**config.mk**
```make
export PLATFORM = sky130hd
export DESIGN_NAME = indexed_list_insert_remove_core
export DESIGN_NICKNAME = d
export VERILOG_FILES = /design/src/ilir_pkg.sv /design/src/ilir_ram.sv /design/src/ilir_seq.sv /design/src/indexed_list_insert_remove_core.sv
export VERILOG_INCLUDE_DIRS = /design/src /design/src/src
export SDC_FILE = /design/constraint.sdc
export NUM_CORES = 2
export LEC_CHECK = 0
export ABC_AREA = 1
export CAP_MARGIN = 25
export CORE_MARGIN = 4
export CORE_UTILIZATION = 30
export DETAILED_ROUTE_END_ITERATION = 7
export DONT_BUFFER_PORTS = 1
export GPL_TIMING_DRIVEN = 0
export PLACE_DENSITY = 0.54
export SLEW_MARGIN = 20
export SYNTH_ARGS = -nofsm -noshare
export SYNTH_HDL_FRONTEND = slang
export SYNTH_SLANG_ARGS = --single-unit
```
**constraint.sdc**
```tcl
create_clock -name clock -period 4.9 [get_ports clock]
set_input_delay 0.49 -clock clock [delete_from_list [all_inputs] [get_ports clock]]
set_output_delay 0.49 -clock clock [all_outputs]
set_load 0.01 [all_outputs]
```
**src/indexed_list_insert_remove_core_defines.svh**
```systemverilog
//------------------------------------------------------------------------------
// Assertion macros for the indexed list core
// Shared property forms used by the core's checks.
//------------------------------------------------------------------------------
`ifndef INDEXED_LIST_INSERT_REMOVE_CORE_DEFINES_SVH
`define INDEXED_LIST_INSERT_REMOVE_CORE_DEFINES_SVH

// condition holds at every edge out of reset
`define ILIR_ASSERT_ALWAYS(label, clk, rst, cond, msg) \
   label: assert property (@(posedge clk) disable iff (rst) (cond)) else $error(msg);

// antecedent implies consequent in the same cycle
`define ILIR_ASSERT_IMP(label, clk, rst, ante, cons, msg) \
   label: assert property (@(posedge clk) disable iff (rst) (ante) |-> (cons)) else $error(msg);

`endif

```
**src/ilir_pkg.sv**
```systemverilog
//------------------------------------------------------------------------------
// ilir_pkg
// Types and constants shared by the indexed list core.
//------------------------------------------------------------------------------
package ilir_pkg;

   localparam int OP_W         = 3;
   localparam int INDEX_W      = 6;
   localparam int VALUE_W      = 32;
   localparam int COUNT_W      = 7;
   localparam int DEPTH_DEF    = 64;
   localparam int WORD_W_DEF   = 32;

   typedef enum logic [OP_W-1:0] {
      OP_APPEND   = 3'd0,
      OP_INSERT   = 3'd1,
      OP_REM_LAST = 3'd2,
      OP_REM_AT   = 3'd3,
      OP_READ     = 3'd4
   } op_type;

   typedef enum logic [1:0] {
      ST_OK    = 2'd0,
      ST_RANGE = 2'd1,
      ST_EMPTY = 2'd2,
      ST_FULL  = 2'd3
   } status_type;

   typedef enum logic [1:0] {
      S_IDLE,
      S_SHIFT,
      S_DONE
   } seq_state_type;

   typedef struct packed {
      logic [VALUE_W-1:0] read_value;
      logic [COUNT_W-1:0] count;
      logic               empty_res;
      status_type         status;
   } rsp_type;

endpackage

```
**src/ilir_ram.sv**
```systemverilog
//------------------------------------------------------------------------------
// ilir_ram
// Generic simple dual-port RAM, one write and one registered read port.
//------------------------------------------------------------------------------
module ilir_ram #(
   parameter int WIDTH = 32,
   parameter int DEPTH = 64
) (
   input  logic                                    clock,
   input  logic                                    wr_en,
   input  logic [((DEPTH > 1) ? $clog2(DEPTH) : 1)-1:0] wr_addr,
   input  logic [WIDTH-1:0]                        wr_data,
   input  logic                                    rd_en,
   input  logic [((DEPTH > 1) ? $clog2(DEPTH) : 1)-1:0] rd_addr,
   output logic [WIDTH-1:0]                        rd_data
);

   logic [WIDTH-1:0] mem [DEPTH];
   logic [WIDTH-1:0] rd_data_ff;

   always_ff @(posedge clock) begin
      if (wr_en) begin
         mem[wr_addr] <= wr_data;
      end
      if (rd_en) begin
         rd_data_ff <= mem[rd_addr];
      end
   end

   assign rd_data = rd_data_ff;

endmodule

```
**src/ilir_seq.sv**
```systemverilog
//------------------------------------------------------------------------------
// ilir_seq
// Operation sequencer: checks each beat, then streams reads and write-backs
// through the entry RAM to move, fetch or place words.
//------------------------------------------------------------------------------
`include "indexed_list_insert_remove_core_defines.svh"

module ilir_seq #(
   parameter int DEPTH      = ilir_pkg::DEPTH_DEF,
   parameter int WORD_WIDTH = ilir_pkg::WORD_W_DEF
) (
   input  logic                                    clock,
   input  logic                                    reset,
   input  logic                                    in_valid,
   output logic                                    in_ready,
   input  logic [ilir_pkg::OP_W-1:0]               in_op,
   input  logic [ilir_pkg::INDEX_W-1:0]            in_index,
   input  logic [ilir_pkg::VALUE_W-1:0]            in_value,
   output logic                                    res_valid,
   input  logic                                    res_take,
   output ilir_pkg::rsp_type                       res,
   output logic                                    mem_we,
   output logic [((DEPTH > 1) ? $clog2(DEPTH) : 1)-1:0] mem_waddr,
   output logic [WORD_WIDTH-1:0]                   mem_wdata,
   output logic                                    mem_re,
   output logic [((DEPTH > 1) ? $clog2(DEPTH) : 1)-1:0] mem_raddr,
   input  logic [WORD_WIDTH-1:0]                   mem_rdata
);

   localparam int AW   = (DEPTH > 1) ? $clog2(DEPTH) : 1;
   localparam int CW   = $clog2(DEPTH + 1);
   localparam int XW   = (CW > ilir_pkg::INDEX_W) ? CW : ilir_pkg::INDEX_W;
   localparam int RV_W = ilir_pkg::VALUE_W;
   localparam int CN_W = ilir_pkg::COUNT_W;

   ilir_pkg::seq_state_type state_ff, state_in;
   logic [CW-1:0]           count_ff, count_in;
   ilir_pkg::op_type        op_ff, op_in;
   logic [AW-1:0]           idx_ff, idx_in;
   logic [WORD_WIDTH-1:0]   val_ff, val_in;
   logic [AW-1:0]           rd_addr_ff, rd_addr_in;
   logic [AW-1:0]           wr_addr_ff, wr_addr_in;
   logic [CW-1:0]           reads_ff, reads_in;
   logic                    up_ff, up_in;
   logic                    first_ff, first_in;
   logic                    pend_ff, pend_in;
   logic                    cap_ff, cap_in;
   logic [WORD_WIDTH-1:0]   word_ff, word_in;
   ilir_pkg::status_type    status_ff, status_in;

   ilir_pkg::op_type        op_c;
   ilir_pkg::status_type    status_c;
   logic                    go_c;
   logic [CW-1:0]           count_c;
   logic [AW-1:0]           idx_c;
   logic [AW-1:0]           rd_addr_c;
   logic [AW-1:0]           wr_addr_c;
   logic [CW-1:0]           reads_c;
   logic                    up_c;
   logic                    first_c;
   logic [XW-1:0]           idx_x;
   logic [XW-1:0]           cnt_x;
   logic [XW-1:0]           depth_x;

   logic                    accept;
   logic                    issue;
   logic                    write_shift;
   logic                    finish;
   logic                    ins_final;

   // decode and check the incoming beat against the current count
   always_comb begin
      op_c      = ilir_pkg::op_type'(in_op);
      idx_x     = XW'(in_index);
      cnt_x     = XW'(count_ff);
      depth_x   = XW'(DEPTH);
      status_c  = ilir_pkg::ST_OK;
      go_c      = 1'b0;
      count_c   = count_ff;
      idx_c     = AW'(count_ff);
      rd_addr_c = AW'(count_ff - CW'(1));
      wr_addr_c = AW'(count_ff);
      reads_c   = '0;
      up_c      = 1'b0;
      first_c   = 1'b0;
      case (op_c)
         ilir_pkg::OP_APPEND: begin
            if (cnt_x >= depth_x) begin
               status_c = ilir_pkg::ST_FULL;
            end else begin
               go_c    = 1'b1;
               count_c = count_ff + CW'(1);
            end
         end
         ilir_pkg::OP_INSERT: begin
            if (idx_x > cnt_x) begin
               status_c = ilir_pkg::ST_RANGE;
            end else if (cnt_x >= depth_x) begin
               status_c = ilir_pkg::ST_FULL;
            end else begin
               go_c    = 1'b1;
               count_c = count_ff + CW'(1);
               idx_c   = AW'(in_index);
               reads_c = count_ff - CW'(idx_x);
            end
         end
         ilir_pkg::OP_REM_LAST: begin
            if (count_ff == '0) begin
               status_c = ilir_pkg::ST_EMPTY;
            end else begin
               go_c    = 1'b1;
               count_c = count_ff - CW'(1);
               reads_c = CW'(1);
               first_c = 1'b1;
            end
         end
         ilir_pkg::OP_REM_AT: begin
            if (count_ff == '0) begin
               status_c = ilir_pkg::ST_EMPTY;
            end else if (idx_x >= cnt_x) begin
               status_c = ilir_pkg::ST_RANGE;
            end else begin
               go_c      = 1'b1;
               count_c   = count_ff - CW'(1);
               rd_addr_c = AW'(in_index);
               wr_addr_c = AW'(in_index);
               reads_c   = count_ff - CW'(idx_x);
               up_c      = 1'b1;
               first_c   = 1'b1;
            end
         end
         ilir_pkg::OP_READ: begin
            if (count_ff == '0) begin
               status_c = ilir_pkg::ST_EMPTY;
            end else if (idx_x >= cnt_x) begin
               status_c = ilir_pkg::ST_RANGE;
            end else begin
               go_c      = 1'b1;
               rd_addr_c = AW'(in_index);
               reads_c   = CW'(1);
               first_c   = 1'b1;
            end
         end
         default: begin
            status_c = ilir_pkg::ST_OK;
         end
      endcase
   end

   assign accept      = in_valid && (state_ff == ilir_pkg::S_IDLE);
   assign issue       = (state_ff == ilir_pkg::S_SHIFT) && (reads_ff != '0);
   assign write_shift = (state_ff == ilir_pkg::S_SHIFT) && pend_ff && !cap_ff;
   assign finish      = (state_ff == ilir_pkg::S_SHIFT) && (reads_ff == '0) && !pend_ff;
   assign ins_final   = finish && (op_ff inside {ilir_pkg::OP_APPEND, ilir_pkg::OP_INSERT});

   // next state
   always_comb begin
      state_in = state_ff;
      case (state_ff)
         ilir_pkg::S_IDLE: begin
            if (accept) begin
               state_in = go_c ? ilir_pkg::S_SHIFT : ilir_pkg::S_DONE;
            end
         end
         ilir_pkg::S_SHIFT: begin
            if (finish) begin
               state_in = ilir_pkg::S_DONE;
            end
         end
         ilir_pkg::S_DONE: begin
            if (res_take) begin
               state_in = ilir_pkg::S_IDLE;
            end
         end
         default: begin
            state_in = ilir_pkg::S_IDLE;
         end
      endcase
   end

   // outputs
   always_comb begin
      in_ready       = (state_ff == ilir_pkg::S_IDLE);
      res_valid      = (state_ff == ilir_pkg::S_DONE);
      res.read_value = RV_W'(word_ff);
      res.count      = CN_W'(count_ff);
      res.empty_res  = (count_ff == '0);
      res.status     = status_ff;
      mem_re         = issue;
      mem_raddr      = rd_addr_ff;
      mem_we         = write_shift || ins_final;
      mem_waddr      = ins_final ? idx_ff : wr_addr_ff;
      mem_wdata      = ins_final ? val_ff : mem_rdata;
   end

   // datapath
   always_comb begin
      count_in   = count_ff;
      op_in      = op_ff;
      idx_in     = idx_ff;
      val_in     = val_ff;
      rd_addr_in = rd_addr_ff;
      wr_addr_in = wr_addr_ff;
      reads_in   = reads_ff;
      up_in      = up_ff;
      first_in   = first_ff;
      pend_in    = 1'b0;
      cap_in     = 1'b0;
      word_in    = word_ff;
      status_in  = status_ff;
      if (accept) begin
         count_in   = count_c;
         op_in      = op_c;
         idx_in     = idx_c;
         val_in     = WORD_WIDTH'(in_value);
         rd_addr_in = rd_addr_c;
         wr_addr_in = wr_addr_c;
         reads_in   = reads_c;
         up_in      = up_c;
         first_in   = first_c;
         word_in    = '0;
         status_in  = status_c;
      end
      if (issue) begin
         rd_addr_in = up_ff ? rd_addr_ff + AW'(1) : rd_addr_ff - AW'(1);
         reads_in   = reads_ff - CW'(1);
         pend_in    = 1'b1;
         cap_in     = first_ff;
         first_in   = 1'b0;
      end
      if (write_shift) begin
         wr_addr_in = up_ff ? wr_addr_ff + AW'(1) : wr_addr_ff - AW'(1);
      end
      if ((state_ff == ilir_pkg::S_SHIFT) && pend_ff && cap_ff) begin
         word_in = mem_rdata;
      end
   end

   always_ff @(posedge clock) begin
      if (reset) begin
         state_ff <= ilir_pkg::S_IDLE;
         count_ff <= '0;
         reads_ff <= '0;
         pend_ff  <= 1'b0;
         cap_ff   <= 1'b0;
         first_ff <= 1'b0;
      end else begin
         state_ff <= state_in;
         count_ff <= count_in;
         reads_ff <= reads_in;
         pend_ff  <= pend_in;
         cap_ff   <= cap_in;
         first_ff <= first_in;
      end
   end

   always_ff @(posedge clock) begin
      op_ff      <= op_in;
      idx_ff     <= idx_in;
      val_ff     <= val_in;
      rd_addr_ff <= rd_addr_in;
      wr_addr_ff <= wr_addr_in;
      up_ff      <= up_in;
      word_ff    <= word_in;
      status_ff  <= status_in;
   end

   `ILIR_ASSERT_IMP(a_no_rw_clash, clock, reset, mem_we && mem_re, mem_waddr != mem_raddr, "read and write hit one entry")
   `ILIR_ASSERT_ALWAYS(a_count_bound, clock, reset, count_ff <= CW'(DEPTH), "entry count above depth")
   `ILIR_ASSERT_IMP(a_pend_follows_read, clock, reset, pend_ff, $past(mem_re), "read data used without a read")

endmodule

```
**src/indexed_list_insert_remove_core.sv**
```systemverilog
//------------------------------------------------------------------------------
// indexed_list_insert_remove_core
// Fixed-capacity ordered word list with append, insert, remove and read.
//
//   channel  dir  beat fields
//   req_     in   op, index, value
//   rsp_     out  read_value, count, empty_res, status
//
// A beat that moves or fetches n entries streams them one entry per cycle
// through the entry RAM's single read and single write port; a rejected
// beat, an append or an unused op moves none. The next beat is accepted
// only once the sequencer has returned to idle.
// Reset is synchronous and empties the list; RAM contents are left as is.
// A stalled response is held in the output register while the next beat
// is processed; the sequencer waits only if a second response is ready.
//------------------------------------------------------------------------------
module indexed_list_insert_remove_core #(
   parameter int DEPTH      = ilir_pkg::DEPTH_DEF,
   parameter int WORD_WIDTH = ilir_pkg::WORD_W_DEF
) (
   input  logic                          clock,
   input  logic                          reset,
   input  logic                          req_valid,
   output logic                          req_stall,
   input  logic [ilir_pkg::OP_W-1:0]     req_op,
   input  logic [ilir_pkg::INDEX_W-1:0]  req_index,
   input  logic [ilir_pkg::VALUE_W-1:0]  req_value,
   output logic                          rsp_valid,
   input  logic                          rsp_stall,
   output logic [ilir_pkg::VALUE_W-1:0]  rsp_read_value,
   output logic [ilir_pkg::COUNT_W-1:0]  rsp_count,
   output logic                          rsp_empty_res,
   output logic [1:0]                    rsp_status
);

   localparam int AW = (DEPTH > 1) ? $clog2(DEPTH) : 1;

   logic                  in_ready;
   logic                  res_valid;
   logic                  res_take;
   ilir_pkg::rsp_type     res;
   logic                  mem_we;
   logic [AW-1:0]         mem_waddr;
   logic [WORD_WIDTH-1:0] mem_wdata;
   logic                  mem_re;
   logic [AW-1:0]         mem_raddr;
   logic [WORD_WIDTH-1:0] mem_rdata;

   ilir_pkg::rsp_type     rsp_ff, rsp_in;
   logic                  rsp_valid_ff, rsp_valid_in;

   ilir_seq #(
      .DEPTH      (DEPTH),
      .WORD_WIDTH (WORD_WIDTH)
   ) u_seq (
      .clock     (clock),
      .reset     (reset),
      .in_valid  (req_valid),
      .in_ready  (in_ready),
      .in_op     (req_op),
      .in_index  (req_index),
      .in_value  (req_value),
      .res_valid (res_valid),
      .res_take  (res_take),
      .res       (res),
      .mem_we    (mem_we),
      .mem_waddr (mem_waddr),
      .mem_wdata (mem_wdata),
      .mem_re    (mem_re),
      .mem_raddr (mem_raddr),
      .mem_rdata (mem_rdata)
   );

   ilir_ram #(
      .WIDTH (WORD_WIDTH),
      .DEPTH (DEPTH)
   ) u_entries (
      .clock   (clock),
      .wr_en   (mem_we),
      .wr_addr (mem_waddr),
      .wr_data (mem_wdata),
      .rd_en   (mem_re),
      .rd_addr (mem_raddr),
      .rd_data (mem_rdata)
   );

   assign req_stall = !in_ready;
   assign res_take  = res_valid && (!rsp_valid_ff || !rsp_stall);

   always_comb begin
      rsp_in       = rsp_ff;
      rsp_valid_in = rsp_valid_ff && rsp_stall;
      if (res_take) begin
         rsp_in       = res;
         rsp_valid_in = 1'b1;
      end
   end

   always_ff @(posedge clock) begin
      if (reset) begin
         rsp_valid_ff <= 1'b0;
      end else begin
         rsp_valid_ff <= rsp_valid_in;
      end
   end

   always_ff @(posedge clock) begin
      rsp_ff <= rsp_in;
   end

   assign rsp_valid      = rsp_valid_ff;
   assign rsp_read_value = rsp_ff.read_value;
   assign rsp_count      = rsp_ff.count;
   assign rsp_empty_res  = rsp_ff.empty_res;
   assign rsp_status     = rsp_ff.status;

endmodule

```
# Word level (Yosys, flattened, before mapping)
# Memories as Yosys holds them, arrays and structs flattened. A register that Yosys moved wholly into a read port is not among the register bits.
# Index checks and enable logic that the tools add are counted.
# totals
ram_bits	2048
n_memories	1
register_bits	150
output_inout_bits	44
wordCells	136
in_bits	45
# classes
magnitude_cmp	3
eq_ne	14
bitwise	1
n_mux	57
addsub	8
reduce_logical	33
# mem_list
memory	depth	word_bits	rd	rd_ports_with_merged_regs	wr	line	text
u_entries.mem	64	32	1	1	1	ilir_ram.sv:18	logic [WIDTH-1:0] mem [DEPTH];
# op_table
operator	count
two-way mux 32 bit	3
two-way mux 6 bit	16
two-way mux 7 bit	12
one-hot mux 7 bit (4 select lines)	2
two-way mux 2 bit	8
logical NOT 7 bit	2
subtractor 7 x 1 -> 7 bit, second input constant	2
adder 6 x 1 -> 6 bit, second input constant	2
two-way mux 1 bit	12
subtractor 6 x 1 -> 6 bit, second input constant	2
logical AND 1 bit	10
inequality test 2 bit, second input constant	4
one-hot mux 2 bit (4 select lines)	1
nonzero test 2 bit	4
adder 7 x 1 -> 7 bit, second input constant	1
>= comparator 6 x 7 -> 1 bit	1
>= comparator 7 bit, second input constant	1
> comparator 6 x 7 -> 1 bit	1
nonzero test 7 bit	1
subtractor 7 x 6 -> 7 bit	1
== test 3 x 1 -> 1 bit, second input constant	2
== test 3 x 2 -> 1 bit, second input constant	2
logical NOT 3 bit	2
inequality test 2 x 1 -> 1 bit, second input constant	3
14 further kinds	21

# Logic depth before layout (Yosys ltp)
# depth
word_depth	7
mapped_depth	14
mapped_depth_nobuf	14

# Cells and area by module
# Synthesis repeated with hierarchy kept, for this count alone.
# hier_totals
hier_cells	7405
hier_area_um2	90235.3
# modules_own_cells
mod	area_each_um2	cells_each	instances	seq_area_each_um2
ilir_ram	83058.4	6769	1	62459.9
ilir_seq	5870.6	588	1	2992.9
indexed_list_insert_remove_core	1306.3	48	1	1281.2

# Least setup slack after synthesis
# OpenSTA, ideal clock, no wires.
# synth_timing
path_type	register to register
startpoint	register u_seq.reads_ff[0]
endpoint	memory u_entries.mem[0][10] (data pin)
setup_slack_ns	0.287
stages_incl_launch_ff	11
period_less_slack_ns	4.613
n_path_buf	3
setup_time_ns	0.702
arrival_time_ns	3.911
required_time_ns	4.198
path_cell_list	dfxtp_1 inv_1 ha_1 nand3_2 nor2_2 nand2_2 buf_4 inv_1 buf_2 clkbuf_1 o21ai_0
# synth_via
elab_chain_len	5
# synth_lines
item	line	text
start: declaration	ilir_seq.sv:43	logic [CW-1:0] reads_ff, reads_in;
start signal: assignment	ilir_seq.sv:250	reads_ff <= reads_in;
logical NOT 7 bit	ilir_seq.sv:153	assign finish = (state_ff == ilir_pkg::S_SHIFT) && (reads_ff == '0) && !pend_ff;
logical AND 1 bit (2 in series)	ilir_seq.sv:153	
logical AND 1 bit	ilir_seq.sv:154	assign ins_final = finish && (op_ff inside {ilir_pkg::OP_APPEND, ilir_pkg::OP_INSERT});
two-way mux 32 bit	ilir_seq.sv:193	mem_wdata = ins_final ? val_ff : mem_rdata;
net mem_wdata[10]	indexed_list_insert_remove_core.sv:44	logic [WORD_WIDTH-1:0] mem_wdata;
end: declaration	ilir_ram.sv:18	
# The timed path passes the listed nets, and every way through them passes these cells.

==> run summary <==
status = finished clean
Synthesized Nets = 7,470
gr usage total = 24.2%
Slew HR = 21.2%
Clk pwr share = 35.4%
Primary FF master, synth = edfxtp_1
Critical Path RT = 5490 ps
clock buffer depth = 3
sequential element share of the synthesized area = 74.4%
Worst Skew = 78.6 ps
# rows = 200
first-pass GRT wire length = 515,000 um
Critical Path AT = 5480 ps
fmax = 204 MHz
pwr dens = 447 nW/um2
CP max-delay cell = buf_1
Layout Area Growth over Synthesis = 21.7%
Starting Density = 30.2%
Hold WS = 28.8 ps
Worst VDD drop = 0.395 mV
Sw Share = 31.7%
final RePlAce weighted congestion = 1.03
sequential power share = 44.6%
Hold Path Origin = reset
kind of critical path = register to register
# resized after CTS = 0
Slew @ Worst Pin = 1180 ps
Worst R2R Path Depth = 11
P_leak = 37.9 nW
CP max FO = 10
post-synthesis register bit count = 2,229
Hold Path Depth = 2
grt total ovfl = 0
initial antenna violation count = 46
dpl hpwl = 282,000 um
core area = 297,000 um2
CTS Root Cell = clkbuf_16
post-synthesis simple-gate area fraction = 18.4%
Setup Viol. Count Final = 0
internal power = 33.3 mW
Pre-antenna DRT Iters = 8
sw power = 15.4 mW
number of cells after detailed placement = 11,591
Synth Area in XOR/XNOR = 0.146%
main combinational cell family by area after synthesis = simple AND/OR/NAND/NOR gates
hold endpoint = rsp_valid$_SDFF_PP0_
most frequent cells in the layout = edfxtp_1 (2,209), nand2_1 (1,991), nand3_1 (1,502), o21ai_0 (335), nor2_1 (262)
Final Hold Fails = 0
Die ar. = 308,000 um2
hold crit path type = input pin to register
reg2reg setup slack = 3 ps
Final nets = 7,990
drt initial violations = 11,642
postcts setup bufs = 0
reg2reg start = u_seq.mem_raddr[1]$_DFFE_PP_
DR WL/cell = 32.0 um
Crit path largest cell delay = 880 ps
Worst setup SP type = register
Slew Limit Fails = 0
Post-synth EDFFs = 2,209
Die Wd = 555 um
critical path capture point type = register
FFs w/ async S/R, synth = 0%
vias in the first global route = 60,977
Final Instance Area = 109,000 um2
Util after Layout = 36.7%
yosys warns = 0
vias per cell = 5.57
fin cells = 12,070
Final Cycle Share = 99.9%
setup tns final = 0 ps
Synth Cell Area = 89,700 um2
RSZ-0062 raised after global routing = false
proportion of synthesized area in mux cells = 0%
WL final = 386,000 um
most frequent cell on the critical path = nand3_1
DP Area = 101,000 um2
Logic pwr share = 20.0%
layout cells sized above 1 = 11.2%
TritonCTS clock tree = built
crit-path cells = buf_2, buf_2, buf_2, buf_1, nand3_1, nand3_1, nand3_1, nand3_1, nand2_1, nand2_1, nand2_1
Avg Cell Area, Syn = 12.1 um2
synth unique cells = 40
DRC viols = 0
Final ANT Viol Nets = 0
cts bufs inserted = 228
clk_lat worst skew = 920 ps
RR Endpoint = u_entries.rd_data[15]$_DFFE_PP_
clock sinks = 2,229
CTS H-tree lvls = 4
largest net degree at the start of global routing = 33
Max Cap Viol = 0
Die Y = 555 um
Cells after Synth = 7,405
Synth Area in Adders = 0.304%
vias = 67,276
most common cell after layout, fill and taps aside = edfxtp_1
clock-pin slew on the worst setup and hold paths = 60 ps
min cycle time layout = 4900 ps
io pins = 89
complex-gate fraction of the synthesized area = 3.66%
Port-buffer cells = 0
[registers in the layout, summed over array words and instances, names as in the netlist]
signal,count
u_seq.pend_ff,1
u_seq.first_ff,1
rsp_status,2
rsp_read_value,32
u_seq.wr_addr_ff,6
u_seq.val_ff,32
u_entries.rd_data,32
u_seq.state_ff,2
u_entries.mem,2048
u_seq.cnt_x,7
rsp_empty_res,1
u_seq.idx_ff,6
u_seq.up_ff,1
u_seq.op_ff,2
u_seq.status_ff,2
u_seq.cap_ff,1
u_seq.reads_ff,7
u_seq.word_ff,32
rsp_count,7
u_seq.mem_raddr,6
rsp_valid,1
[timing repair]
action,4_1_cts,5_1_grt
hold endpoints to repair,80,0
setup endpoints to repair,0,0
hold buffers,43,0
[area by class of cell]
type	instances	area, um2
fillers	28377	188000
flip-flops and latches	2229	66700
clock buffers	276	5890
inverters	200	753
clock inverters	144	1370
multi-input cells	4511	21100
plain buffers	465	2060
well taps	3939	4930
repair buffers	290	6370
diodes	16	40.0
[worst max path at each step]
stage / from / end / slack (ps) / cells after the start
after floorplan: u_seq.reads_ff[0]$_SDFFE_PP0P_ / u_entries.mem[0][10]$_DFFE_PP_ / 290 / 10
after global placement: u_seq.reads_ff[0]$_SDFFE_PP0P_ / u_entries.mem[22][14]$_DFFE_PP_ / -6980 / 10
after detailed placement: u_seq.mem_raddr[1]$_DFFE_PP_ / u_entries.rd_data[14]$_DFFE_PP_ / 520 / 12
after CTS: u_seq.mem_raddr[1]$_DFFE_PP_ / u_entries.rd_data[14]$_DFFE_PP_ / 530 / 12
after global routing: u_seq.mem_raddr[1]$_DFFE_PP_ / u_entries.rd_data[15]$_DFFE_PP_ / 210 / 11
final: u_seq.mem_raddr[1]$_DFFE_PP_ / u_entries.rd_data[15]$_DFFE_PP_ / 3 / 11
[routing by layer]
| layer | routed length [um] | global-route usage [%] | part of all wire (%) | vias to the layer above |
|---|---|---|---|---|
| met5 | 123 | 0 | 0.032 | - |
| met4 | 28300 | 15.0 | 7.3 | 18 |
| met3 | 54800 | 8.23 | 14 | 1061 |
| met2 | 163000 | 35.3 | 42 | 5246 |
| met1 | 140000 | 30.9 | 36 | 33437 |
| li1 | - | - | - | 27514 |
[metrics by stage]
step	total power [mW]	setup WS, ps
after floorplan	26.3	287
after global placement	30.9	-6980
after detailed placement	31.3	518
after CTS	48.3	528
after global routing	49.7	207
final	48.8	2.85
[worst max-delay path, delay by kind of cell (launching register included)]
family,cells,cell delay (ps)
buffers and inverters,4,2320
DFF,1,420
and+or+nand+nor,7,1810
[kinds of logic (layout without fill, tap and decap cells)]
group	Yosys count	in the layout
and+or+nand+nor	3855	3855
DFF	2229	2229
buffers and inverters	665	1375
AOI/OAI and AO/OA	621	621
adders and majority gates	20	20
xor gates and xnor gates	15	15
other	0	16
[Yosys cell counts (2+ instances only)]
library cell     n  share of area (%)
nor2_2           4              0.028
o21ai_4          2              0.036
o21ai_0        367                2.0
xor2_1           9              0.088
o22ai_1         98               0.68
nand3_2          4              0.045
dfxtp_1         20               0.45
nand4_1          2              0.014
buf_4           15               0.13
clkbuf_1       201               0.84
xnor2_1          6              0.059
nor3_1           4              0.022
ha_1            17               0.24
a31oi_1          3              0.021
a21oi_1        142               0.79
nor2_1         327                1.4
nand3_1       1502                8.4
buf_2          169               0.94
inv_1          191               0.80
o211ai_1         7              0.059
inv_2            7              0.029
nand4_2          7              0.098
buf_1           79               0.33
nand2_2          4              0.028
nand2_1       1992                8.3
edfxtp_1      2209                 74
fa_1             3              0.067
nand3b_1         2              0.017
[power by group through the flow]
stage               clock [mW]  combinational, mW  sequential (mW)
finish                    17.2               9.76             21.8
global route              18.1               9.86             21.8
CTS                       17.3               9.22             21.8
detailed placement           0               9.16             22.2
global placement             0               8.34             22.5
floorplan                    0               4.01             22.2
Power figures use the tool's default switching activity.
